`src/rtl/gzw_pkg.sv`:
```
// ----------------------------------------------------------------------------
// gzw_pkg
// Shared widths and constants for the grid line zone walker.
// ----------------------------------------------------------------------------
package gzw_pkg;

    localparam int COORD_WIDTH = 24;                      // input coordinate width
    localparam int DIFF_W      = COORD_WIDTH + 1;         // segment direction width
    localparam int WORLD_W     = 23;                      // world size register width
    localparam int ZONES_W     = 5;                       // zone count register width
    localparam int MUL_W       = 32;                      // shared multiplier operand width
    localparam int PROD_W      = 2 * MUL_W;               // shared multiplier product width
    localparam int DIV_BITS    = COORD_WIDTH + ZONES_W - 1; // dividend magnitude bits
    localparam int DIV_CNT_W   = $clog2(DIV_BITS);
    localparam int ZONE_W      = DIV_BITS + 2;            // signed zone coordinate width
    localparam int MAX_STEPS   = 63;                      // results per segment cap
    localparam int STEP_W      = $clog2(MAX_STEPS + 1);
    localparam int IDX_W       = 11;                      // zone index width
    localparam int REASON_W    = 2;
    localparam int CFG_IDX_W   = 2;

    typedef enum logic [REASON_W-1:0] {
        RSN_END   = 2'd0,
        RSN_LEFT  = 2'd1,
        RSN_CAP   = 2'd2,
        RSN_RSVD  = 2'd3
    } t_reason;

    typedef enum logic [CFG_IDX_W-1:0] {
        CFG_WORLD_W = 2'd0,
        CFG_WORLD_H = 2'd1,
        CFG_ZONES_X = 2'd2,
        CFG_ZONES_Y = 2'd3
    } t_cfg_idx;

endpackage

```
`src/rtl/gzw_mul.sv`:
```
// ----------------------------------------------------------------------------
// gzw_mul
// Shared signed multiplier with a registered product.
// ----------------------------------------------------------------------------
module gzw_mul (
    input  logic                                i_clk,
    input  logic signed [gzw_pkg::MUL_W-1:0]    i_a,
    input  logic signed [gzw_pkg::MUL_W-1:0]    i_b,
    output logic signed [gzw_pkg::PROD_W-1:0]   o_p
);

    logic signed [gzw_pkg::PROD_W-1:0] r_p;

    always_ff @(posedge i_clk) begin
        r_p <= gzw_pkg::PROD_W'(i_a) * gzw_pkg::PROD_W'(i_b);
    end

    assign o_p = r_p;

endmodule

```
`config.mk`:
```
export PLATFORM = sky130hd
export DESIGN_NAME = gzw_mul
export DESIGN_NICKNAME = d
export VERILOG_FILES = /design/src/rtl/gzw_pkg.sv /design/src/rtl/gzw_mul.sv
export SDC_FILE = /design/constraint.sdc
export NUM_CORES = 2
export LEC_CHECK = 0
export BUFFER_PORTS_ARGS = -buffer_cell sky130_fd_sc_hd__buf_4
export CAP_MARGIN = 0
export CORE_MARGIN = 5
export CORE_UTILIZATION = 37
export CTS_CLUSTER_SIZE = 8
export DETAILED_ROUTE_END_ITERATION = 10
export PLACE_DENSITY = 0.51
export SYNTH_ARGS = -nofsm -noshare
export SYNTH_HDL_FRONTEND = slang
export SYNTH_SLANG_ARGS = --single-unit
export TNS_END_PERCENT = 20
```
`constraint.sdc`:
```
create_clock -name i_clk -period 13.8 [get_ports i_clk]
set_input_delay 2.76 -clock i_clk [delete_from_list [all_inputs] [get_ports i_clk]]
set_output_delay 2.76 -clock i_clk [all_outputs]
set_load 0.05 [all_outputs]
```
==> impl_metrics.toml <==
[finish]
final_core_util = 0.394
final_area_um2 = 39400
drive_gt1_frac = 0.0441
fillers = 10040
fin_nets = 5158
syn_to_final_growth_pct = 5.87
largest_register_ff_count = 64

[place]
port_buffers = 128
postPlaceCellArea_um2 = 39100
place.gp.congestion = 0.849
dp_hpwl_mm = 85.8

[clock_tree]
cts_inserted_buffers = 9
clk_path_buf_depth = 2
clock-sinks = 64
cts-resized-gates = 0
hold_buffers = 0
cts_tree = "built"
cts_max_level = 3
postCtsSetupBuffers = 0
clk_pin_slew_worst_paths_ns = 0.07
cts_root_buffer = "clkbuf_16"

[synth]
ys_seq_area_frac = 0.0344
yosys-top-cells-count = "1,082 x fa_1, 952 x inv_1, 516 x and2_1, 511 x nand2_1, 195 x clkbuf_1"
synth_edf_count = 0
yosysWarnings = 0
synth-seq-cells = 64
yosysMostFrequentCell = "fa_1"
syn-num-nets = 5215
synth_largest_area_cell = "fa_1"
synth.avg_cell_area_um2 = 9.59
synth_cell_types = 63
syn_inst = 3884
synthArstFlopShare = 0
synth_flop_cell = "dfxtp_1"
netlist.area_leader.share = 0.582
ys_top_cells_by_area = "fa_1 58%, inv_1 9.6%, and2_1 8.7%, ha_1 6.2%, nand2_1 5.2%"
syn-cell-area_um2 = 37200

[outcome]
status = "finished, final reports clean"

[setup_path]
slowest_stage = "fa_1"
cp_common_cell = "fa_1"
cp_slowest_stage_delay_ns = 0.88
start_kind = "input port"
path_buf_inv = 8
crit_family = "adder cells"
worstSetupPathType = "in2reg"
end_kind = "register"
crit_arrival_ns = 11.33
crit_required_ns = 14.15
path_max_fanout = 32

[global_routing]
antenna_found_initial = 9
grt_pass1_wl_mm = 174
grt-ovfl-total = 0
grt_pass1_vias = 29115
grt_max_degree = 33
grt_use_total = 0.214

[route]
drt_iter0_drc = 1366
drc_errors = 0
routedWlPerCell_um = 21.3
vias = 25124
routed_via_density = 4.90
wl_mm = 109
postRouteAntennaNets = 0
firstDrtPassIters = 5

[die]
die_h_um = 327
fp.dieW_um = 327
floorplan.initialDensity = 0.372
dieArea_um2 = 107000
fp-row-count = 116
io_pins = 129
core_area_um2 = 100000

[sta]
rsz0062_at_grt = "false"
max_freq_mhz = 91.1
period_share = 0.795
hold_viol_final = 0
layout_min_cycle_time_ns = 10.98
setup_tns_ns = 0
relSlewSlack = 0.305
worst_pin_slew_ns = 1.04
setup_violations = 0
final-max-slew-violation-count = 0

[worst_hold_path]
holdPathStages = 2
hold_class = "in2reg"
holdCritStartpoint = "i_b[0]"
worst_hold_path.endpoint = "o_p[0]$_DFF_P_"

[run]
max-cap-violations = 0
cell families (layout without fill, tap and decap cells):
logic type | Yosys count | in the layout | share of synthesized area
AOI/OAI and AO/OA | 193 | 193 | 0.0346
xor gates and xnor gates | 75 | 75 | 0.0176
other | 0 | 2 | 0
DFF | 64 | 64 | 0.0344
buffers and inverters | 1152 | 1099 | 0.116
and+or+nand+nor | 1134 | 1134 | 0.154
adders and majority gates | 1266 | 1266 | 0.643
layer usage:
layer | vias to the layer above | track usage | wire length, um
met3 | 138 | 0.0275 | 4350
met1 | 13493 | 0.276 | 45000
met4 | 4 | 0.0584 | 3120
li1 | 10929 | - | -
met2 | 560 | 0.383 | 56500
met5 | - | 0 | 34
worst max-delay path by stage:
stage,start,to,slack (ns),cells past startpoint
after floorplan,i_b[2],o_p[62]$_DFF_P_,3.78,24
after global placement,i_b[5],o_p[63]$_DFF_P_,2.46,26
after detailed placement,i_a[31],o_p[63]$_DFF_P_,2.35,26
after CTS,i_b[5],o_p[63]$_DFF_P_,2.75,26
after global routing,i_a[31],o_p[63]$_DFF_P_,2.37,26
final,i_a[31],o_p[63]$_DFF_P_,2.82,26
placed cells by master, fill, tap and decap left out, types with 3 or more instances in the layout:
master and n:
a211oi_1 4, xnor2_1 53, xor2_1 22, or3_1 4, dfxtp_1 64, o211ai_1 3
nand4_1 7, a21oi_1 68, and2_1 516, buf_4 132, a21boi_0 3, a31oi_1 12
o21ai_0 28, and4_1 3, nor2_1 42, ha_1 184, and3_1 7, nand2_1 511
nor2b_1 3, nor3_1 6, o21a_1 4, nand3_1 15, a211oi_2 3, clkbuf_16 9
inv_1 952, fa_1 1082, a21o_1 23, o21bai_1 15, o31ai_1 6, nand2b_1 9
through the flow:
stage	instances	setup WS, ns	hold slack, ns
6_report	5131	2.82	2.81
5_1_grt	5129	2.37	2.81
4_1_cts	5129	2.75	2.79
3_5_place_dp	5114	2.35	3.21
3_3_place_gp	5114	2.46	3.21
2_1_floorplan	3884	3.78	2.89
area by class of cell:
class / instances / area (um2) / share of cell area
antenna: 2 / 5.00 / 0.000127
timing repair buffer: 132 / 991 / 0.0251
multi-input combinational: 2668 / 31600 / 0.802
inverter: 952 / 3570 / 0.0906
clock inverter: 3 / 65.1 / 0.00165
sequential: 64 / 1280 / 0.0325
clock buffer: 12 / 256 / 0.00651
tap: 1298 / 1620 / 0.0412
Power is not shown: default switching activity piles up to over one toggle a cycle in this logic, so the estimate is an artifact.
