`src/rtl/gzw_pkg.sv`:
```
// ----------------------------------------------------------------------------
// gzw_pkg
// Shared widths and constants for the grid line zone walker.
// ----------------------------------------------------------------------------
package gzw_pkg;

    localparam int COORD_WIDTH = 24;                      // input coordinate width
    localparam int DIFF_W      = COORD_WIDTH + 1;         // segment direction width
    localparam int WORLD_W     = 23;                      // world size register width
    localparam int ZONES_W     = 5;                       // zone count register width
    localparam int MUL_W       = 32;                      // shared multiplier operand width
    localparam int PROD_W      = 2 * MUL_W;               // shared multiplier product width
    localparam int DIV_BITS    = COORD_WIDTH + ZONES_W - 1; // dividend magnitude bits
    localparam int DIV_CNT_W   = $clog2(DIV_BITS);
    localparam int ZONE_W      = DIV_BITS + 2;            // signed zone coordinate width
    localparam int MAX_STEPS   = 63;                      // results per segment cap
    localparam int STEP_W      = $clog2(MAX_STEPS + 1);
    localparam int IDX_W       = 11;                      // zone index width
    localparam int REASON_W    = 2;
    localparam int CFG_IDX_W   = 2;

    typedef enum logic [REASON_W-1:0] {
        RSN_END   = 2'd0,
        RSN_LEFT  = 2'd1,
        RSN_CAP   = 2'd2,
        RSN_RSVD  = 2'd3
    } t_reason;

    typedef enum logic [CFG_IDX_W-1:0] {
        CFG_WORLD_W = 2'd0,
        CFG_WORLD_H = 2'd1,
        CFG_ZONES_X = 2'd2,
        CFG_ZONES_Y = 2'd3
    } t_cfg_idx;

endpackage

```
`src/rtl/gzw_div.sv`:
```
// ----------------------------------------------------------------------------
// gzw_div
// Restoring divider, one quotient bit per cycle, truncating toward zero.
// ----------------------------------------------------------------------------
module gzw_div (
    input  logic                                 i_clk,
    input  logic                                 i_rst_n,
    input  logic                                 i_start,
    input  logic signed [gzw_pkg::MUL_W-1:0]     i_num,
    input  logic [gzw_pkg::WORLD_W-1:0]          i_den,
    output logic                                 o_done,
    output logic signed [gzw_pkg::ZONE_W-1:0]    o_quo
);

    logic                                r_busy, n_busy;
    logic                                r_done, n_done;
    logic [gzw_pkg::DIV_CNT_W-1:0]       r_cnt, n_cnt;
    logic                                r_neg, n_neg;
    logic [gzw_pkg::DIV_BITS-1:0]        r_num, n_num;
    logic [gzw_pkg::WORLD_W-1:0]         r_rem, n_rem;
    logic [gzw_pkg::WORLD_W-1:0]         r_den, n_den;
    logic [gzw_pkg::MUL_W-1:0]           num_mag;
    logic [gzw_pkg::WORLD_W:0]           trial;
    logic                                ge;

    assign num_mag = i_num[gzw_pkg::MUL_W-1] ? gzw_pkg::MUL_W'(-i_num) : i_num;
    assign trial   = {r_rem, r_num[gzw_pkg::DIV_BITS-1]};
    assign ge      = trial >= {1'b0, r_den};

    always_comb begin
        n_busy = r_busy;
        n_done = 1'b0;
        n_cnt  = r_cnt;
        n_neg  = r_neg;
        n_num  = r_num;
        n_rem  = r_rem;
        n_den  = r_den;
        if (i_start) begin
            n_busy = 1'b1;
            n_cnt  = '0;
            n_neg  = i_num[gzw_pkg::MUL_W-1];
            n_num  = num_mag[gzw_pkg::DIV_BITS-1:0];
            n_rem  = '0;
            n_den  = i_den;
        end else if (r_busy) begin
            n_rem = ge ? gzw_pkg::WORLD_W'(trial - {1'b0, r_den})
                       : trial[gzw_pkg::WORLD_W-1:0];
            n_num = {r_num[gzw_pkg::DIV_BITS-2:0], ge};
            n_cnt = r_cnt + 1'b1;
            if (r_cnt == gzw_pkg::DIV_CNT_W'(gzw_pkg::DIV_BITS - 1)) begin
                n_busy = 1'b0;
                n_done = 1'b1;
            end
        end
    end

    always_ff @(posedge i_clk) begin
        if (!i_rst_n) begin
            r_busy <= 1'b0;
            r_done <= 1'b0;
            r_cnt  <= '0;
        end else begin
            r_busy <= n_busy;
            r_done <= n_done;
            r_cnt  <= n_cnt;
        end
        r_neg <= n_neg;
        r_num <= n_num;
        r_rem <= n_rem;
        r_den <= n_den;
    end

    assign o_done = r_done;
    assign o_quo  = r_neg ? -signed'(gzw_pkg::ZONE_W'(r_num))
                          : signed'(gzw_pkg::ZONE_W'(r_num));

endmodule

```
`config.mk`:
```
export PLATFORM = sky130hd
export DESIGN_NAME = gzw_div
export DESIGN_NICKNAME = d
export VERILOG_FILES = /design/src/rtl/gzw_pkg.sv /design/src/rtl/gzw_div.sv
export SDC_FILE = /design/constraint.sdc
export NUM_CORES = 1
export LEC_CHECK = 0
export ABC_AREA = 0
export BUFFER_PORTS_ARGS = -buffer_cell sky130_fd_sc_hd__buf_2
export CAP_MARGIN = 20
export CORE_MARGIN = 4
export CORE_UTILIZATION = 58
export CTS_CLUSTER_SIZE = 24
export DETAILED_ROUTE_END_ITERATION = 8
export HOLD_SLACK_MARGIN = 0.03
export PLACE_DENSITY = 0.81
export SLEW_MARGIN = 30
export SYNTH_ARGS = -nofsm -noshare
export SYNTH_HDL_FRONTEND = slang
export SYNTH_SLANG_ARGS = --single-unit
```
`constraint.sdc`:
```
create_clock -name i_clk -period 4.4 [get_ports i_clk]
set_input_delay 1.1 -clock i_clk [delete_from_list [all_inputs] [get_ports i_clk]]
set_output_delay 1.1 -clock i_clk [all_outputs]
set_load 0.02 [all_outputs]
```
==> flow_metrics.tcl <==
set metrics [dict create \
    status "completed" \
    utilization_pct 68.5 \
    dp_worst_setup_slack_ns 0.465 \
    hpwl_mm 9.78 \
    ff2ff_setup_slack_ns 1.25 \
    powerDensity_nw_per_um2 333 \
    cp_max_fo 5 \
    route.vias.total 4848 \
    synth_area_per_cell_um2 9.08 \
    first_global_vias 4662 \
    ant_nets 0 \
    netlist_area_um2 5620 \
    arrival_ns 3.19 \
    final_cell_mix "buf_2, nand2_1, edfxtp_1, nor2_1, inv_1" \
    grt_use_met3_pct 3.76 \
    clock_sinks 82 \
    gp_congestion 0.966 \
    regToRegStartpoint "r_num[27]$_DFFE_PP_" \
    rsz0062_at_grt "true" \
    drt_iter0_markers 351 \
    pwr-share-clk_pct 23.3 \
    r2r-end "r_rem[19]$_SDFFE_PP0P_" \
    cp-end-kind "output port" \
    io_buffers 85 \
    place_area_um2 6170 \
    cts_max_level 3 \
    max_slew.worst_pin.slew_ns 0.892 \
    diodes 0 \
    clk_latency_ns 0.35 \
    syn_to_final_growth_pct 13.7 \
    pwr-share-seq_pct 45.8 \
    yosysSeqAreaShare_pct 38.5 \
    synth.distinct_cells 55 \
    drt-pass1-iter-count 5 \
    cts_buffers 9 \
    setup_ws_ns 0.115 \
    p_int_uw 1380 \
    antenna_found_initial 0 \
    final.setup_skew_ns 0.0103 \
    synth_top_family_by_area "compound AO/OA/AOI/OAI gates" \
    synth_fa_ha_area_share_pct 6.14 \
    grt-ovfl-total 0 \
    post_drt_via_cell_ratio 5.80 \
    r2r_cells 12 \
    p_leak_uw 0.00262 \
    fin_nets 787 \
    final_max_slew_viol_count 0 \
    fin_crit_sh_pct 97.4 \
    grt_first_pass_wirelength_mm 21.6 \
    synthArstFlopShare_pct 0 \
    startpoint "r_num[2]$_DFFE_PP_" \
    worst-setup-path-type "reg -> out" \
    track_usage_pct 23.2 \
    met2_usage_pct 40.5 \
    drive_gt1_share_pct 19.5 \
    yosys.area_share.simple_pct 17.0 \
    fmax_mhz 233 \
    num_io_pins 89 \
    drv_cap 0 \
    fin_crit_ns 4.29 \
    syn-num-nets 704 \
    grt_max_degree 43 \
    finalWirelength_mm 13.1 \
    ys_seq_elements 82 \
    finalSetupViolations 0 \
    gr-usage-met1_pct 29.4 \
    slew_headroom_pct 40.3 \
    synth_compound_area_share_pct 18.1 \
    drc 0 \
    die_w_um 106 \
    routedWlPerCell_um 15.6 \
    dieArea_um2 11300 \
    num_rows 35 \
    hold-worst-slack_ns 0.491 \
    switchingPower_uw 747 \
    die_y_um 106 \
    finalSetupTns_ns 0 \
    muxShareOfSynthArea_pct 4.61 \
    combPwrFrac_pct 30.9 \
    synth_enable_flop_cells 52 \
    fin_area_um2 6390 \
    root_buffer "clkbuf_8" \
    ys.flop_type "edfxtp_1" \
    worstHoldPathType "reg -> reg" \
    worstSetupStartpointType "register" \
    worstPathRequired_ns 3.30 \
    layout_commonest_cell "buf_2" \
    top_usage_layer "met2" \
    start_util_pct 60.3 \
    syn_inst 619 \
    ir_worst_vdd_mv 0.175 \
    cts_max_path_buffers 2 \
    path_clk_slew_ns 0.09 \
    switching_share_pct 35.2 \
    endpoint "o_quo[29]" \
    finalHoldViolations 0 \
    cts_tree "built" \
    ys_warn_count 0 \
    core_area_um2 9330 \
    synth-xor-area-share_pct 11.2 \
]
-- repair_timing --
action | CTS | global route
setup endpoints to repair | 0 | 2
resized for setup | 0 | 3
buffers inserted | 0 | 3
hold buffers | 0 | 0
-- how the worst min path moves through the flow --
stage,start,end,slack [ns],cells after the start
after floorplan,r_rem[5]$_SDFFE_PP0P_,r_rem[5]$_SDFFE_PP0P_,0.45,2
after global placement,r_rem[5]$_SDFFE_PP0P_,r_rem[5]$_SDFFE_PP0P_,0.47,2
after detailed placement,r_rem[8]$_SDFFE_PP0P_,r_rem[8]$_SDFFE_PP0P_,0.48,2
after global routing,r_rem[8]$_SDFFE_PP0P_,r_rem[8]$_SDFFE_PP0P_,0.52,2
final,r_rem[13]$_SDFFE_PP0P_,r_rem[13]$_SDFFE_PP0P_,0.49,2
after CTS,r_rem[8]$_SDFFE_PP0P_,r_rem[8]$_SDFFE_PP0P_,0.49,2
-- per-layer routing --
| metal | up-vias | wire length, um |
|---|---|---|
| met5 | - | 0 |
| met4 | 0 | 284 |
| met3 | 29 | 876 |
| met2 | 197 | 6310 |
| met1 | 2222 | 5600 |
| li1 | 2400 | - |
-- flip-flops by register name, summed over array words and instances, names as in the netlist --
| signal | count |
|---|---|
| r_busy | 1 |
| r_rem | 23 |
| r_cnt | 5 |
| o_done | 1 |
| r_den | 23 |
| r_num | 28 |
| r_neg | 1 |
-- stage by stage --
| stage | cells | total power (uW) |
|---|---|---|
| floorplan | 619 | 1440 |
| finish | 836 | 2130 |
| global route | 836 | 2250 |
| global placement | 816 | 1610 |
| detailed placement | 816 | 1630 |
| CTS | 832 | 2130 |
-- critical path: stages (launching register included) --
cell,delay [ns]
edfxtp_1,0.44
or3_4,0.42
or4_4,0.45
nor3_4,0.12
nand2_1,0.08
or3_4,0.37
or4_4,0.46
o41a_1,0.33
buf_4,0.16
-- logic make-up (layout without fill, tap and decap cells) --
family / Yosys count / after routing
fa+ha+maj: 27 / 27
simple gates: 194 / 194
flops: 82 / 82
mux: 24 / 24
xor+xnor: 72 / 72
compound gates: 153 / 153
buf+inv: 67 / 155
-- Yosys cell counts, drive strengths merged, types with 3 or more instances --
library cell	number	area, um2
a2111oi	3	26.3
edfxtp	52	1560
and2	3	18.8
a211oi	4	30.0
inv	43	161
nand4	6	37.5
nor4	3	33.8
a31oi	3	18.8
o21ai	41	205
nor3	11	60.1
xnor2	38	333
mux2	15	169
a21o	10	75.1
or4	7	60.1
o41ai	7	80.1
nor2b	6	37.5
and3	5	31.3
a311oi	11	96.3
dfxtp	30	601
o21a	3	22.5
clkbuf	21	78.8
o211ai	4	30.0
xor2	34	298
mux2i	9	90.1
buf	3	15.0
a21oi	40	200
o31ai	14	119
or3	11	78.8
nand3	14	70.1
nor2	50	188
ha	26	325
nand2	63	236
nand2b	9	56.3
-- power groups by stage --
stage | registers [uW] | logic (uW) | clock network [uW]
6_report | 974 | 657 | 495
5_1_grt | 984 | 723 | 541
4_1_cts | 975 | 644 | 508
3_5_place_dp | 993 | 639 | 0
3_3_place_gp | 989 | 621 | 0
2_1_floorplan | 965 | 471 | 0
-- area by class of cell --
type,count,area [um2]
Fill cell,760,2940
Multi-Input combinational cell,470,3210
Clock inverter,7,50.0
Timing Repair Buffer,96,520
Tap cell,129,161
Clock buffer,9,124
Inverter,43,161
Sequential cell,82,2160
(Power assumes the default switching activity.)
